File: config.mk
export PLATFORM = sky130hd
export DESIGN_NAME = entropy_to_mnemonic_indices
export DESIGN_NICKNAME = d
export VERILOG_FILES = /design/src/design/etmi_pkg.sv /design/src/design/etmi_sha.sv /design/src/design/entropy_to_mnemonic_indices.sv
export VERILOG_INCLUDE_DIRS = /design/src /design/src/design
export SDC_FILE = /design/constraint.sdc
export NUM_CORES = 2
export LEC_CHECK = 0
export ABC_AREA = 1
export CAP_MARGIN = 20
export CORE_ASPECT_RATIO = 0.5
export CORE_MARGIN = 1.5
export CORE_UTILIZATION = 40
export DETAILED_ROUTE_END_ITERATION = 6
export DONT_BUFFER_PORTS = 1
export PLACE_DENSITY = 0.54
export SYNTH_ARGS = -nofsm -noshare
export SYNTH_HDL_FRONTEND = slang
export SYNTH_HIERARCHICAL = 1
export SYNTH_SLANG_ARGS = --single-unit
File: constraint.sdc
create_clock -name clk -period 8.82 [get_ports clk]
set_clock_uncertainty 0.1 [all_clocks]
set_input_delay 2.205 -clock clk [delete_from_list [all_inputs] [get_ports clk]]
set_output_delay 2.205 -clock clk [all_outputs]
set_load 0.01 [all_outputs]
File: src/design/entropy_to_mnemonic_indices_defines.svh
// assertion helpers for the top design file
`ifndef ENTROPY_TO_MNEMONIC_INDICES_DEFINES_SVH
`define ENTROPY_TO_MNEMONIC_INDICES_DEFINES_SVH

// same-cycle implication
`define ETMI_ASSERT_NOW(lbl, ante, cons, msg) \
	lbl: assert property (@(posedge clk) disable iff (!arst_n) (ante) |-> (cons)) \
		else $error(msg);

// next-cycle implication
`define ETMI_ASSERT_NEXT(lbl, ante, cons, msg) \
	lbl: assert property (@(posedge clk) disable iff (!arst_n) (ante) |=> (cons)) \
		else $error(msg);

`endif

File: src/design/etmi_pkg.sv
`default_nettype none
package etmi_pkg;
	localparam int INDEX_BITS = 11;

	typedef struct packed {
		logic        go;
		logic        wr_en;
		logic [3:0]  wr_addr;
		logic [31:0] wr_data;
	} sha_ctl_t;

	typedef struct packed {
		logic       done;
		logic [7:0] check_byte;
	} sha_sts_t;
endpackage
`default_nettype wire

File: src/design/etmi_sha.sv
`default_nettype none
module etmi_sha (
	input  wire logic              clk,
	input  wire logic              arst_n,
	input  wire etmi_pkg::sha_ctl_t ctl,
	output etmi_pkg::sha_sts_t     sts
);
	localparam logic [2:0] P_IDLE = 3'd0;
	localparam logic [2:0] P_RD0  = 3'd1;
	localparam logic [2:0] P_RD1  = 3'd2;
	localparam logic [2:0] P_RND  = 3'd3;
	localparam logic [2:0] P_FIN  = 3'd4;

	localparam logic [255:0] IV = {
		32'h6a09e667, 32'hbb67ae85, 32'h3c6ef372, 32'ha54ff53a,
		32'h510e527f, 32'h9b05688c, 32'h1f83d9ab, 32'h5be0cd19};

	function automatic logic [31:0] rotr(input logic [31:0] x, input int n);
		rotr = (x >> n) | (x << (32 - n));
	endfunction

	function automatic logic [31:0] round_k(input logic [5:0] t);
		case (t)
			6'd0: round_k = 32'h428a2f98; 6'd1: round_k = 32'h71374491;
			6'd2: round_k = 32'hb5c0fbcf; 6'd3: round_k = 32'he9b5dba5;
			6'd4: round_k = 32'h3956c25b; 6'd5: round_k = 32'h59f111f1;
			6'd6: round_k = 32'h923f82a4; 6'd7: round_k = 32'hab1c5ed5;
			6'd8: round_k = 32'hd807aa98; 6'd9: round_k = 32'h12835b01;
			6'd10: round_k = 32'h243185be; 6'd11: round_k = 32'h550c7dc3;
			6'd12: round_k = 32'h72be5d74; 6'd13: round_k = 32'h80deb1fe;
			6'd14: round_k = 32'h9bdc06a7; 6'd15: round_k = 32'hc19bf174;
			6'd16: round_k = 32'he49b69c1; 6'd17: round_k = 32'hefbe4786;
			6'd18: round_k = 32'h0fc19dc6; 6'd19: round_k = 32'h240ca1cc;
			6'd20: round_k = 32'h2de92c6f; 6'd21: round_k = 32'h4a7484aa;
			6'd22: round_k = 32'h5cb0a9dc; 6'd23: round_k = 32'h76f988da;
			6'd24: round_k = 32'h983e5152; 6'd25: round_k = 32'ha831c66d;
			6'd26: round_k = 32'hb00327c8; 6'd27: round_k = 32'hbf597fc7;
			6'd28: round_k = 32'hc6e00bf3; 6'd29: round_k = 32'hd5a79147;
			6'd30: round_k = 32'h06ca6351; 6'd31: round_k = 32'h14292967;
			6'd32: round_k = 32'h27b70a85; 6'd33: round_k = 32'h2e1b2138;
			6'd34: round_k = 32'h4d2c6dfc; 6'd35: round_k = 32'h53380d13;
			6'd36: round_k = 32'h650a7354; 6'd37: round_k = 32'h766a0abb;
			6'd38: round_k = 32'h81c2c92e; 6'd39: round_k = 32'h92722c85;
			6'd40: round_k = 32'ha2bfe8a1; 6'd41: round_k = 32'ha81a664b;
			6'd42: round_k = 32'hc24b8b70; 6'd43: round_k = 32'hc76c51a3;
			6'd44: round_k = 32'hd192e819; 6'd45: round_k = 32'hd6990624;
			6'd46: round_k = 32'hf40e3585; 6'd47: round_k = 32'h106aa070;
			6'd48: round_k = 32'h19a4c116; 6'd49: round_k = 32'h1e376c08;
			6'd50: round_k = 32'h2748774c; 6'd51: round_k = 32'h34b0bcb5;
			6'd52: round_k = 32'h391c0cb3; 6'd53: round_k = 32'h4ed8aa4a;
			6'd54: round_k = 32'h5b9cca4f; 6'd55: round_k = 32'h682e6ff3;
			6'd56: round_k = 32'h748f82ee; 6'd57: round_k = 32'h78a5636f;
			6'd58: round_k = 32'h84c87814; 6'd59: round_k = 32'h8cc70208;
			6'd60: round_k = 32'h90befffa; 6'd61: round_k = 32'ha4506ceb;
			6'd62: round_k = 32'hbef9a3f7; 6'd63: round_k = 32'hc67178f2;
			default: round_k = 32'h0;
		endcase
	endfunction

	logic [31:0] sched_mem [16];
	logic [31:0] rd0_q, rd1_q;
	logic [3:0]  ra0, ra1, wa;
	logic        we;
	logic [31:0] wd;

	logic [2:0]  ph_q;
	logic [5:0]  t_q;
	logic [31:0] va_q, vb_q, vc_q, vd_q, ve_q, vf_q, vg_q, vh_q;
	logic [31:0] ss_q, hk_q;
	logic        done_q;
	logic [7:0]  chk_q;

	logic [31:0] s0, s1, w, bs0, bs1, ch, maj, t1, t2;

	always_comb begin
		ra0 = 4'(t_q + 6'd1);
		ra1 = 4'(t_q + 6'd14);
		if (ph_q == P_RD1) begin
			ra0 = 4'(t_q + 6'd9);
			ra1 = t_q[3:0];
		end
	end

	always_comb begin
		s0  = rotr(rd0_q, 7) ^ rotr(rd0_q, 18) ^ (rd0_q >> 3);
		s1  = rotr(rd1_q, 17) ^ rotr(rd1_q, 19) ^ (rd1_q >> 10);
		w   = (t_q < 6'd16) ? rd1_q : rd1_q + rd0_q + ss_q;
		bs1 = rotr(ve_q, 6) ^ rotr(ve_q, 11) ^ rotr(ve_q, 25);
		ch  = (ve_q & vf_q) ^ (~ve_q & vg_q);
		bs0 = rotr(va_q, 2) ^ rotr(va_q, 13) ^ rotr(va_q, 22);
		maj = (va_q & vb_q) ^ (va_q & vc_q) ^ (vb_q & vc_q);
		t1  = hk_q + bs1 + ch + w;
		t2  = bs0 + maj;
	end

	always_comb begin
		we = ctl.wr_en;
		wa = ctl.wr_addr;
		wd = ctl.wr_data;
		if (ph_q == P_RND) begin
			we = 1'b1;
			wa = t_q[3:0];
			wd = w;
		end
	end

	always_ff @(posedge clk) begin
		if (we) begin
			sched_mem[wa] <= wd;
		end
		rd0_q <= sched_mem[ra0];
		rd1_q <= sched_mem[ra1];
	end

	always_ff @(posedge clk or negedge arst_n) begin
		if (!arst_n) begin
			ph_q   <= P_IDLE;
			t_q    <= '0;
			done_q <= 1'b0;
		end else begin
			done_q <= 1'b0;
			case (ph_q)
				P_IDLE: begin
					if (ctl.go) begin
						ph_q <= P_RD0;
						t_q  <= '0;
					end
				end
				P_RD0: ph_q <= P_RD1;
				P_RD1: ph_q <= P_RND;
				P_RND: begin
					t_q  <= t_q + 6'd1;
					ph_q <= (t_q == 6'd63) ? P_FIN : P_RD0;
				end
				P_FIN: begin
					done_q <= 1'b1;
					ph_q   <= P_IDLE;
				end
				default: ph_q <= P_IDLE;
			endcase
		end
	end

	always_ff @(posedge clk) begin
		case (ph_q)
			P_IDLE: begin
				if (ctl.go) begin
					{va_q, vb_q, vc_q, vd_q, ve_q, vf_q, vg_q, vh_q} <= IV;
				end
			end
			P_RD1: begin
				ss_q <= s0 + s1;
				hk_q <= vh_q + round_k(t_q);
			end
			P_RND: begin
				vh_q <= vg_q;
				vg_q <= vf_q;
				vf_q <= ve_q;
				ve_q <= vd_q + t1;
				vd_q <= vc_q;
				vc_q <= vb_q;
				vb_q <= va_q;
				va_q <= t1 + t2;
			end
			P_FIN: chk_q <= 8'((IV[255:224] + va_q) >> 24);
			default: ;
		endcase
	end

	assign sts.done       = done_q;
	assign sts.check_byte = chk_q;
endmodule
`default_nettype wire

File: src/design/entropy_to_mnemonic_indices.sv
`default_nettype none
// entropy to mnemonic word indices
// input: one entropy word (byte) per accepted command, start high while busy
// is low; final_byte marks the last byte of a run.
// output: results appear one cycle each with word_valid high; they cannot be
// held off by the receiver and are never retried.
// a run of bad length (not 16..MAX bytes in steps of 4, or overrun) gives one
// error word the cycle after its last byte, and the block stays ready.
// a valid run of L bytes: busy rises after the last byte; the padded block is
// copied into the schedule memory, the hash steps each of its 64 rounds through
// its RD0, RD1 and RND phases (two-read-port schedule memory) and ends in a FIN
// phase, then the L*3/4 indices come out at most one per byte read.
// reset clears the byte count and the state machines; memory contents are not cleared.
module entropy_to_mnemonic_indices #(
	parameter int MAX_ENTROPY_BYTES = 32
) (
	input  wire logic        clk,
	input  wire logic        arst_n,
	input  wire logic        start,
	output logic             busy,
	input  wire logic [7:0]  entropy_byte,
	input  wire logic        final_byte,
	output logic             word_valid,
	output logic [10:0]      word_index,
	output logic             last_word,
	output logic             length_error
);
	`include "entropy_to_mnemonic_indices_defines.svh"

	localparam int AW = $clog2(MAX_ENTROPY_BYTES);
	localparam int CW = $clog2(MAX_ENTROPY_BYTES + 1);
	localparam int IB = etmi_pkg::INDEX_BITS;

	localparam logic [1:0] S_IDLE = 2'd0;
	localparam logic [1:0] S_LOAD = 2'd1;
	localparam logic [1:0] S_HASH = 2'd2;
	localparam logic [1:0] S_EMIT = 2'd3;

	logic [7:0]  ent_mem [MAX_ENTROPY_BYTES];
	logic [7:0]  ent_rd_q;
	logic [AW-1:0] raddr;

	logic [1:0]  st_q;
	logic [CW-1:0] cnt_q, len_q, cnt_nx;
	logic        ovf_q, ovf_nx, len_ok;
	logic [5:0]  k_q, k_s1;
	logic        vld_s1;
	logic [23:0] wacc_q;
	logic [7:0]  blk_byte;
	logic [15:0] len_bits;
	logic [4:0]  words_q, emit_q;
	logic [4:0]  nb_q;
	logic [17:0] buf_q, nbuf;
	logic [4:0]  nnb;
	logic [7:0]  emit_byte;
	logic        go_q, acc;

	etmi_pkg::sha_ctl_t ctl;
	etmi_pkg::sha_sts_t sts;

	assign acc = start && !busy;
	assign busy = (st_q != S_IDLE);
	assign cnt_nx = (cnt_q < CW'(MAX_ENTROPY_BYTES)) ? cnt_q + 1'b1 : cnt_q;
	assign ovf_nx = ovf_q || (cnt_q == CW'(MAX_ENTROPY_BYTES));
	assign len_ok = !ovf_nx && (cnt_nx >= CW'(16)) && (cnt_nx[1:0] == 2'b00);
	assign len_bits = 16'({len_q, 3'b000});
	assign raddr = k_q[AW-1:0];

	always_comb begin
		if ({1'b0, k_s1} < 7'(len_q)) begin
			blk_byte = ent_rd_q;
		end else if ({1'b0, k_s1} == 7'(len_q)) begin
			blk_byte = 8'h80;
		end else if (k_s1 == 6'd62) begin
			blk_byte = len_bits[15:8];
		end else if (k_s1 == 6'd63) begin
			blk_byte = len_bits[7:0];
		end else begin
			blk_byte = 8'h00;
		end
	end

	always_comb begin
		emit_byte = ({1'b0, k_s1} == 7'(len_q)) ? sts.check_byte : ent_rd_q;
		nbuf = {buf_q[9:0], emit_byte};
		nnb  = nb_q + 5'd8;
	end

	always_comb begin
		ctl.go      = go_q;
		ctl.wr_en   = (st_q == S_LOAD) && vld_s1 && (k_s1[1:0] == 2'b11);
		ctl.wr_addr = k_s1[5:2];
		ctl.wr_data = {wacc_q, blk_byte};
	end

	etmi_sha u_sha (
		.clk    (clk),
		.arst_n (arst_n),
		.ctl    (ctl),
		.sts    (sts)
	);

	always_ff @(posedge clk) begin
		if (acc && (cnt_q < CW'(MAX_ENTROPY_BYTES))) begin
			ent_mem[cnt_q[AW-1:0]] <= entropy_byte;
		end
		ent_rd_q <= ent_mem[raddr];
	end

	always_ff @(posedge clk or negedge arst_n) begin
		if (!arst_n) begin
			st_q       <= S_IDLE;
			cnt_q      <= '0;
			ovf_q      <= 1'b0;
			vld_s1     <= 1'b0;
			go_q       <= 1'b0;
			word_valid <= 1'b0;
			k_q        <= '0;
			emit_q     <= '0;
			nb_q       <= '0;
		end else begin
			word_valid <= 1'b0;
			go_q       <= 1'b0;
			case (st_q)
				S_IDLE: begin
					vld_s1 <= 1'b0;
					if (acc) begin
						cnt_q <= cnt_nx;
						ovf_q <= ovf_nx;
						if (final_byte) begin
							cnt_q <= '0;
							ovf_q <= 1'b0;
							if (len_ok) begin
								st_q <= S_LOAD;
								k_q  <= '0;
							end else begin
								word_valid <= 1'b1;
							end
						end
					end
				end
				S_LOAD: begin
					vld_s1 <= (k_q != 6'd63) || !vld_s1;
					if (k_q != 6'd63) begin
						k_q <= k_q + 6'd1;
					end
					if (vld_s1 && (k_s1 == 6'd63)) begin
						vld_s1 <= 1'b0;
						go_q   <= 1'b1;
						st_q   <= S_HASH;
					end
				end
				S_HASH: begin
					if (sts.done) begin
						st_q   <= S_EMIT;
						k_q    <= '0;
						emit_q <= '0;
						nb_q   <= '0;
						vld_s1 <= 1'b0;
					end
				end
				S_EMIT: begin
					vld_s1 <= ({1'b0, k_q} <= 7'(len_q));
					if ({1'b0, k_q} <= 7'(len_q)) begin
						k_q <= k_q + 6'd1;
					end
					if (vld_s1) begin
						if (nnb >= 5'(IB)) begin
							nb_q       <= nnb - 5'(IB);
							word_valid <= 1'b1;
							emit_q     <= emit_q + 5'd1;
							if (emit_q == words_q - 5'd1) begin
								st_q <= S_IDLE;
							end
						end else begin
							nb_q <= nnb;
						end
					end
				end
				default: st_q <= S_IDLE;
			endcase
		end
	end

	always_ff @(posedge clk) begin
		k_s1 <= k_q;
		if (st_q == S_IDLE && acc && final_byte) begin
			len_q   <= cnt_nx;
			words_q <= 5'({cnt_nx[CW-1:2], 1'b0}) + 5'(cnt_nx[CW-1:2]);
			word_index   <= '0;
			last_word    <= 1'b1;
			length_error <= 1'b1;
		end
		if (st_q == S_LOAD && vld_s1) begin
			wacc_q <= {wacc_q[15:0], blk_byte};
		end
		if (st_q == S_EMIT && vld_s1) begin
			buf_q        <= nbuf;
			word_index   <= 11'(nbuf >> (nnb - 5'(IB)));
			last_word    <= (emit_q == words_q - 5'd1);
			length_error <= 1'b0;
		end
	end

	`ETMI_ASSERT_NOW(a_err_word, word_valid && length_error, (word_index == 11'd0) && last_word, "error word malformed")
	`ETMI_ASSERT_NOW(a_emit_bound, st_q == S_EMIT, emit_q < words_q, "emitted too many words")
	`ETMI_ASSERT_NOW(a_done_in_hash, sts.done, st_q == S_HASH, "hash done outside hash phase")
	`ETMI_ASSERT_NEXT(a_go_pulse, go_q, !go_q && (st_q == S_HASH), "hash start not a single pulse")
endmodule
`default_nettype wire
After elaboration in Yosys (flattened, before gate mapping) --
Memory sizes are Yosys's and may differ from the RTL's. A register that Yosys moved wholly into a read port is not among the register bits. Index checks and enable logic that the tools add are counted.
Cells by class: $add $sub $neg 21, magnitude comparators 6, equality and inequality tests 26, shift-type cells 1, mux-type cells 79, bitwise logic cells 27, reduce and logical (&&, ||, !) cells 28
Operator list (number):
- 32-bit one-hot mux with 2 select lines | 8
- 32-bit 2-to-1 mux | 11
- 32-bit adder | 10
- 32-bit XOR | 9
- 32-bit AND | 5
- 6-bit 2-to-1 mux | 9
- 8-bit 2-to-1 mux | 5
- 31-bit by 32-bit adder with 32-bit output, first input constant | 1
- 32-bit inverter | 1
- 10-bit by 32-bit bitwise OR with 32-bit output | 1
- 13-bit by 32-bit bitwise OR with 32-bit output | 1
- 14-bit by 32-bit bitwise OR with 32-bit output | 1
- 15-bit by 32-bit bitwise OR with 32-bit output | 1
- 19-bit by 32-bit bitwise OR with 32-bit output | 1
- 21-bit by 32-bit bitwise OR with 32-bit output | 1
- 25-bit by 32-bit bitwise OR with 32-bit output | 1
- 26-bit by 32-bit bitwise OR with 32-bit output | 1
- 30-bit by 32-bit bitwise OR with 32-bit output | 1
- 7-bit by 32-bit bitwise OR with 32-bit output | 1
- 32-bit by 22-bit XOR with 32-bit output | 1
- 32-bit by 29-bit XOR with 32-bit output | 1
- 5-bit 2-to-1 mux | 5
- 6-bit == test, second input constant | 4
- 6-bit one-hot mux with 4 select lines | 1
- other kinds (46) | 107
Storage, ports and cells: register bits after elaboration 430, bits in writable memories 768, bits in read-only memories 2048, input port bits 12, output and inout bits 15, logic and storage cells 222, memories 3
Memories:
- (name not given) | words 64, width 32, read ports 1, clocked after Yosys merged registers in 0, write ports 0, line etmi_sha.sv:23 | case (t)
- u_sha.sched_mem | words 16, width 32, read ports 2, clocked after Yosys merged registers in 2, write ports 1, line etmi_sha.sv:60 | logic [31:0] sched_mem [16];
- ent_mem | words 32, width 8, read ports 1, clocked after Yosys merged registers in 1, write ports 1, line entropy_to_mnemonic_indices.sv:39 | logic [7:0] ent_mem [MAX_ENTROPY_BYTES];

Depth between registers and ports, before layout --
depth in word-level cells 9, mapped depth 40, mapped depth without buffers 40

Hierarchy --
Netlist, hierarchy kept.
Modules (own cells, without submodules):
- etmi_sha | instances 1, cells each 6367, area an instance 57669.1 µm², seq. area each 26755.7 µm²
- entropy_to_mnemonic_indices | instances 1, cells each 1355, area an instance 15351.0 µm², seq. area each 10369.9 µm²

Least setup slack after synthesis --
No wires, ideal clock.
path kind register to register, start register u_sha.rd0_q[1] (read register of u_sha.sched_mem), end register u_sha.va_q[31], data pin, setup time 0.253 ns, arrival time 7.022 ns, data required time 8.467 ns, setup slack 1.445 ns, stages on the path, launching flop included 40, buffers on the path 0, period minus slack after synthesis 7.375 ns, cell sequence dfxtp_1 > inv_1 > fa_1 > inv_1 > ha_1 > fa_1 > nand2_1 > nand2_1 > and2_1 > a21oi_2 > o21ai_2 > a21oi_1 > o21bai_1 > or2_0 > nand3_1 > o21ai_0 > fa_1 > fa_1 > [4 not listed] > a21oi_1 > nand3_2 > a21o_2 > a21boi_2 > o21ai_2 > xnor2_1 > fa_1 > inv_1 > ha_1 > inv_1 > nor3_1 > and2_1 > a221oi_1 > nand2_1 > xnor2_1 > nand2_1 > nand2_1 > nor2_1
Between the ends: longest elaborated chain between the ends 6
Ends and longest elaborated chain:
- start: declaration | line etmi_sha.sv:61 | logic [31:0] rd0_q, rd1_q;
- 32-bit adder (2 in a row) | line etmi_sha.sv:87 | w = (t_q < 6'd16) ? rd1_q : rd1_q + rd0_q + ss_q;
- 32-bit 2-to-1 mux | line etmi_sha.sv:87
- 32-bit adder | line etmi_sha.sv:92 | t1 = hk_q + bs1 + ch + w;
- 32-bit adder | line etmi_sha.sv:163 | va_q <= t1 + t2;
- 32-bit one-hot mux with 2 select lines | line etmi_sha.sv:145 | case (ph_q)
- end signal: assignment | line etmi_sha.sv:163
- end: declaration | line etmi_sha.sv:68 | logic [31:0] va_q, vb_q, vc_q, vd_q, ve_q, vf_q, vg_q, vh_q;
No other way between the ends. A chain may end at the register's enable or synchronous reset.

Final worst setup path --
start register u_sha.rd0_q[3] (read register of u_sha.sched_mem), end register u_sha.va_q[23], data pin
Same word-level chain as after synthesis.

==> impl_metrics.toml <==
[critical_path]
crit_family = "adder cells"
worstPathArrival_ns = 8.82
crit_required_ns = 9.24
path_buf_inv = 2
criticalPathCategory = "reg -> reg"
worst-path-stages = 29
startpoint_type = "flop"
cp_max_fo = 5
end_kind = "flop"
reg2regPathDepth = 29
cpPeakStageDelay_ns = 0.64
crit_path_top_delay_cell = "fa_1"

[clocking]
root_buffer = "clkbuf_16"
clk_pin_slew_worst_paths_ns = 0.06
htree_num_levels = 4
numCtsBuffers = 138
cts.sinks = 1269
clock_latency_ns = 0.82
tritoncts = "yes"
clockBufferDepth = 4

[routing]
route.vias.total = 55420
drt_iter0_markers = 6050
wirelength_mm = 237.3
antenna_left = 0
drcViolationCount = 1
wire_per_inst_um = 23.55
firstDrtPassIters = 7
routed_via_density = 5.501

[layout]
final_common_cell = "edfxtp_1"
final_cell_mix = "edfxtp_1, nand2_1, inv_1"
final_nets = 7950
syn_to_final_growth_pct = 9.164
utilization_pct = 44.14
antenna_cells = 0
drive_above_1_share_pct = 7.356
fillerInstances = 17420

[power]
p_leak_nw = 29.93
p_clk_share_pct = 39.4
netSwitchingFraction_pct = 26.66
switchingPower_mw = 3.756
pwr-share-seq_pct = 49.8
peakVddDrop_uv = 169.8
combPwrFrac_pct = 10.8
powerDensity_mw_per_mm2 = 176.7
power.internal_mw = 10.33
power_mw = 14.09

[synthesis]
synth_nets = 8099
synth-seq-cells = 1269
synthArstFlopShare_pct = 2.994
ys_types = 76
yosys.area.top_type = "edfxtp_1"
syn_area_per_cell_sq_um = 9.456
syn_area_sq_mm = 0.07302
yosysSeqAreaShare_pct = 50.84
yosysWarningCount = 6
synth_edf_count = 1152
netlist.area_leader.share_pct = 47.37
synthFlopType = "edfxtp_1"
synthCells = 7722
synth_area_leaders = "edfxtp_1, nand2_1, o21ai_0"

[sta]
fmax_ghz = 0.1191
period_needed_ns = 8.398
slew_violations = 0
worstMarginPinSlew_ns = 1.432
setup_viol = 0
slew_headroom_pct = 4.523
rsz0062_at_grt = "yes"
fin_crit_sh_pct = 95.21
hold_viol_final = 0

[die]
die_w_um = 607.2
rows = 110
die_y_um = 305.1
initial_utilization_pct = 40.44
core_area_sq_mm = 0.1806
die-area_sq_mm = 0.1853
io_pins = 27

[global_routing]
grt_pass1_wl_mm = 349.5
grtUsageMet3_pct = 3.575
met1_usage_pct = 35.92
grt_antenna_before_repair = 6
grt_usage_pct = 25.16
grt_max_degree = 295
gr-usage-met2_pct = 39.22
grt_overflow = 0
grt_pass1_vias = 52340
gr-max-usage-layer = "met2"

[min_path]
min_path_type = "reg -> reg"
hold_path_depth = 0

[outcome]
status = "finished, violations left"
violations = "DRC"

[placed_design]
dp_hpwl_mm = 158.8
gp_congestion = 1.042
portBuffers = 0

[job]
drv_cap = 0
-- cells by family after synthesis --
kind of cell / after synthesis / synth area share [%]
buf+inv: 1364 / 7.344
mux: 2 / 0.02742
flops: 1269 / 50.84
fa+ha+maj: 365 / 7.591
xor+xnor: 373 / 4.561
simple gates: 2322 / 13.24
compound gates: 2027 / 16.40
-- worst reg2reg max path, delay by kind of cell, from the launching register on --
family	cells	cell delay, ns
buf+inv	2	0.10
fa+ha+maj	7	3.22
compound gates	14	3.01
xor+xnor	1	0.46
flops	1	0.57
simple gates	5	0.65
-- cells in the mapped netlist, drive strengths merged, types with 40 or more instances --
library cell / number
o221ai: 48
fa: 130
xnor2: 170
xor2: 203
o21ai: 895
nand4: 40
nor2: 676
buf: 173
edfxtp: 1152
a21oi: 476
nand2: 1156
nand3: 316
inv: 952
clkbuf: 236
ha: 235
a31oi: 59
o211ai: 367
o22ai: 54
dfxtp: 79
or2: 75
-- power by group through the flow --
stage | logic [mW] | clock network, mW | registers, mW
after floorplan | 1.01 | 0 | 7.05
after global placement | 1.51 | 0 | 7.14
after detailed placement | 1.52 | 0 | 7.14
after CTS | 1.53 | 5.68 | 7.01
after global routing | 1.69 | 5.90 | 7.02
final | 1.53 | 5.55 | 7.01
-- flip-flops by register name, summed over array words and instances, names as in the netlist, 8 cells and up --
signal	cells
u_sha/rd0_q	32
u_sha/rd1_q	32
ent_mem	256
u_sha/vh_q	32
u_sha/vf_q	32
ent_rd_q	8
u_sha/chk_q	8
u_sha/ss_q	32
u_sha/sched_mem	512
u_sha/va_q	32
wacc_q	24
u_sha/ve_q	32
buf_q	10
u_sha/vc_q	32
u_sha/vb_q	32
word_index	11
u_sha/vd_q	32
u_sha/vg_q	32
u_sha/hk_q	32
-- layer usage --
layer,up-vias,routed length (um)
li1,26340,-
met4,2,8723
met3,423,14920
met5,-,13
met1,26750,108600
met2,1899,105000
-- timing repair --
action,in CTS,in global routing
resized for setup,0,39
buffers inserted,0,1
hold buffers,0,0
endpoints found under the hold margin,0,0
endpoints found under the setup margin,0,13
-- metrics by stage --
step	worst slack, ns	TNS (ns)	instances	hold WS (ns)	instance area, sq um
finish	0.4223	0	10080	0.3541	79710
global route	-0.02131	-0.03195	10080	0.3653	79710
CTS	0.1582	0	10070	0.3525	79550
detailed placement	0.2143	0	9838	0.3370	75420
global placement	0.2514	0	9837	0.3303	75410
floorplan	1.445	0	7722	0.2900	73020
-- area by class of cell --
| class | count | area, sq um | share of cell area [%] |
|---|---|---|---|
| clock buffer | 175 | 3716 | 4.662 |
| clock inverter | 59 | 411.6 | 0.5164 |
| inverter | 955 | 3597 | 4.513 |
| multi-input combinational | 5089 | 30900 | 38.77 |
| sequential | 1269 | 37140 | 46.59 |
| tap | 2408 | 3013 | 3.780 |
| timing repair buffer | 120 | 929.6 | 1.166 |
-- final timing paths --
kind,startpoint,endpoint,slack (ns)
max in group asynchronous,arst_n,k_q[1],7.50
max,u_sha/rd0_q[3],u_sha/va_q[23],0.42
min,wacc_q[14],wacc_q[22],0.35
min reg2reg,wacc_q[14],wacc_q[22],0.35
min in group asynchronous,arst_n,u_sha/ph_q[0],1.00
max reg2reg,u_sha/rd0_q[3],u_sha/va_q[23],0.42
(Power assumes the default switching activity.)
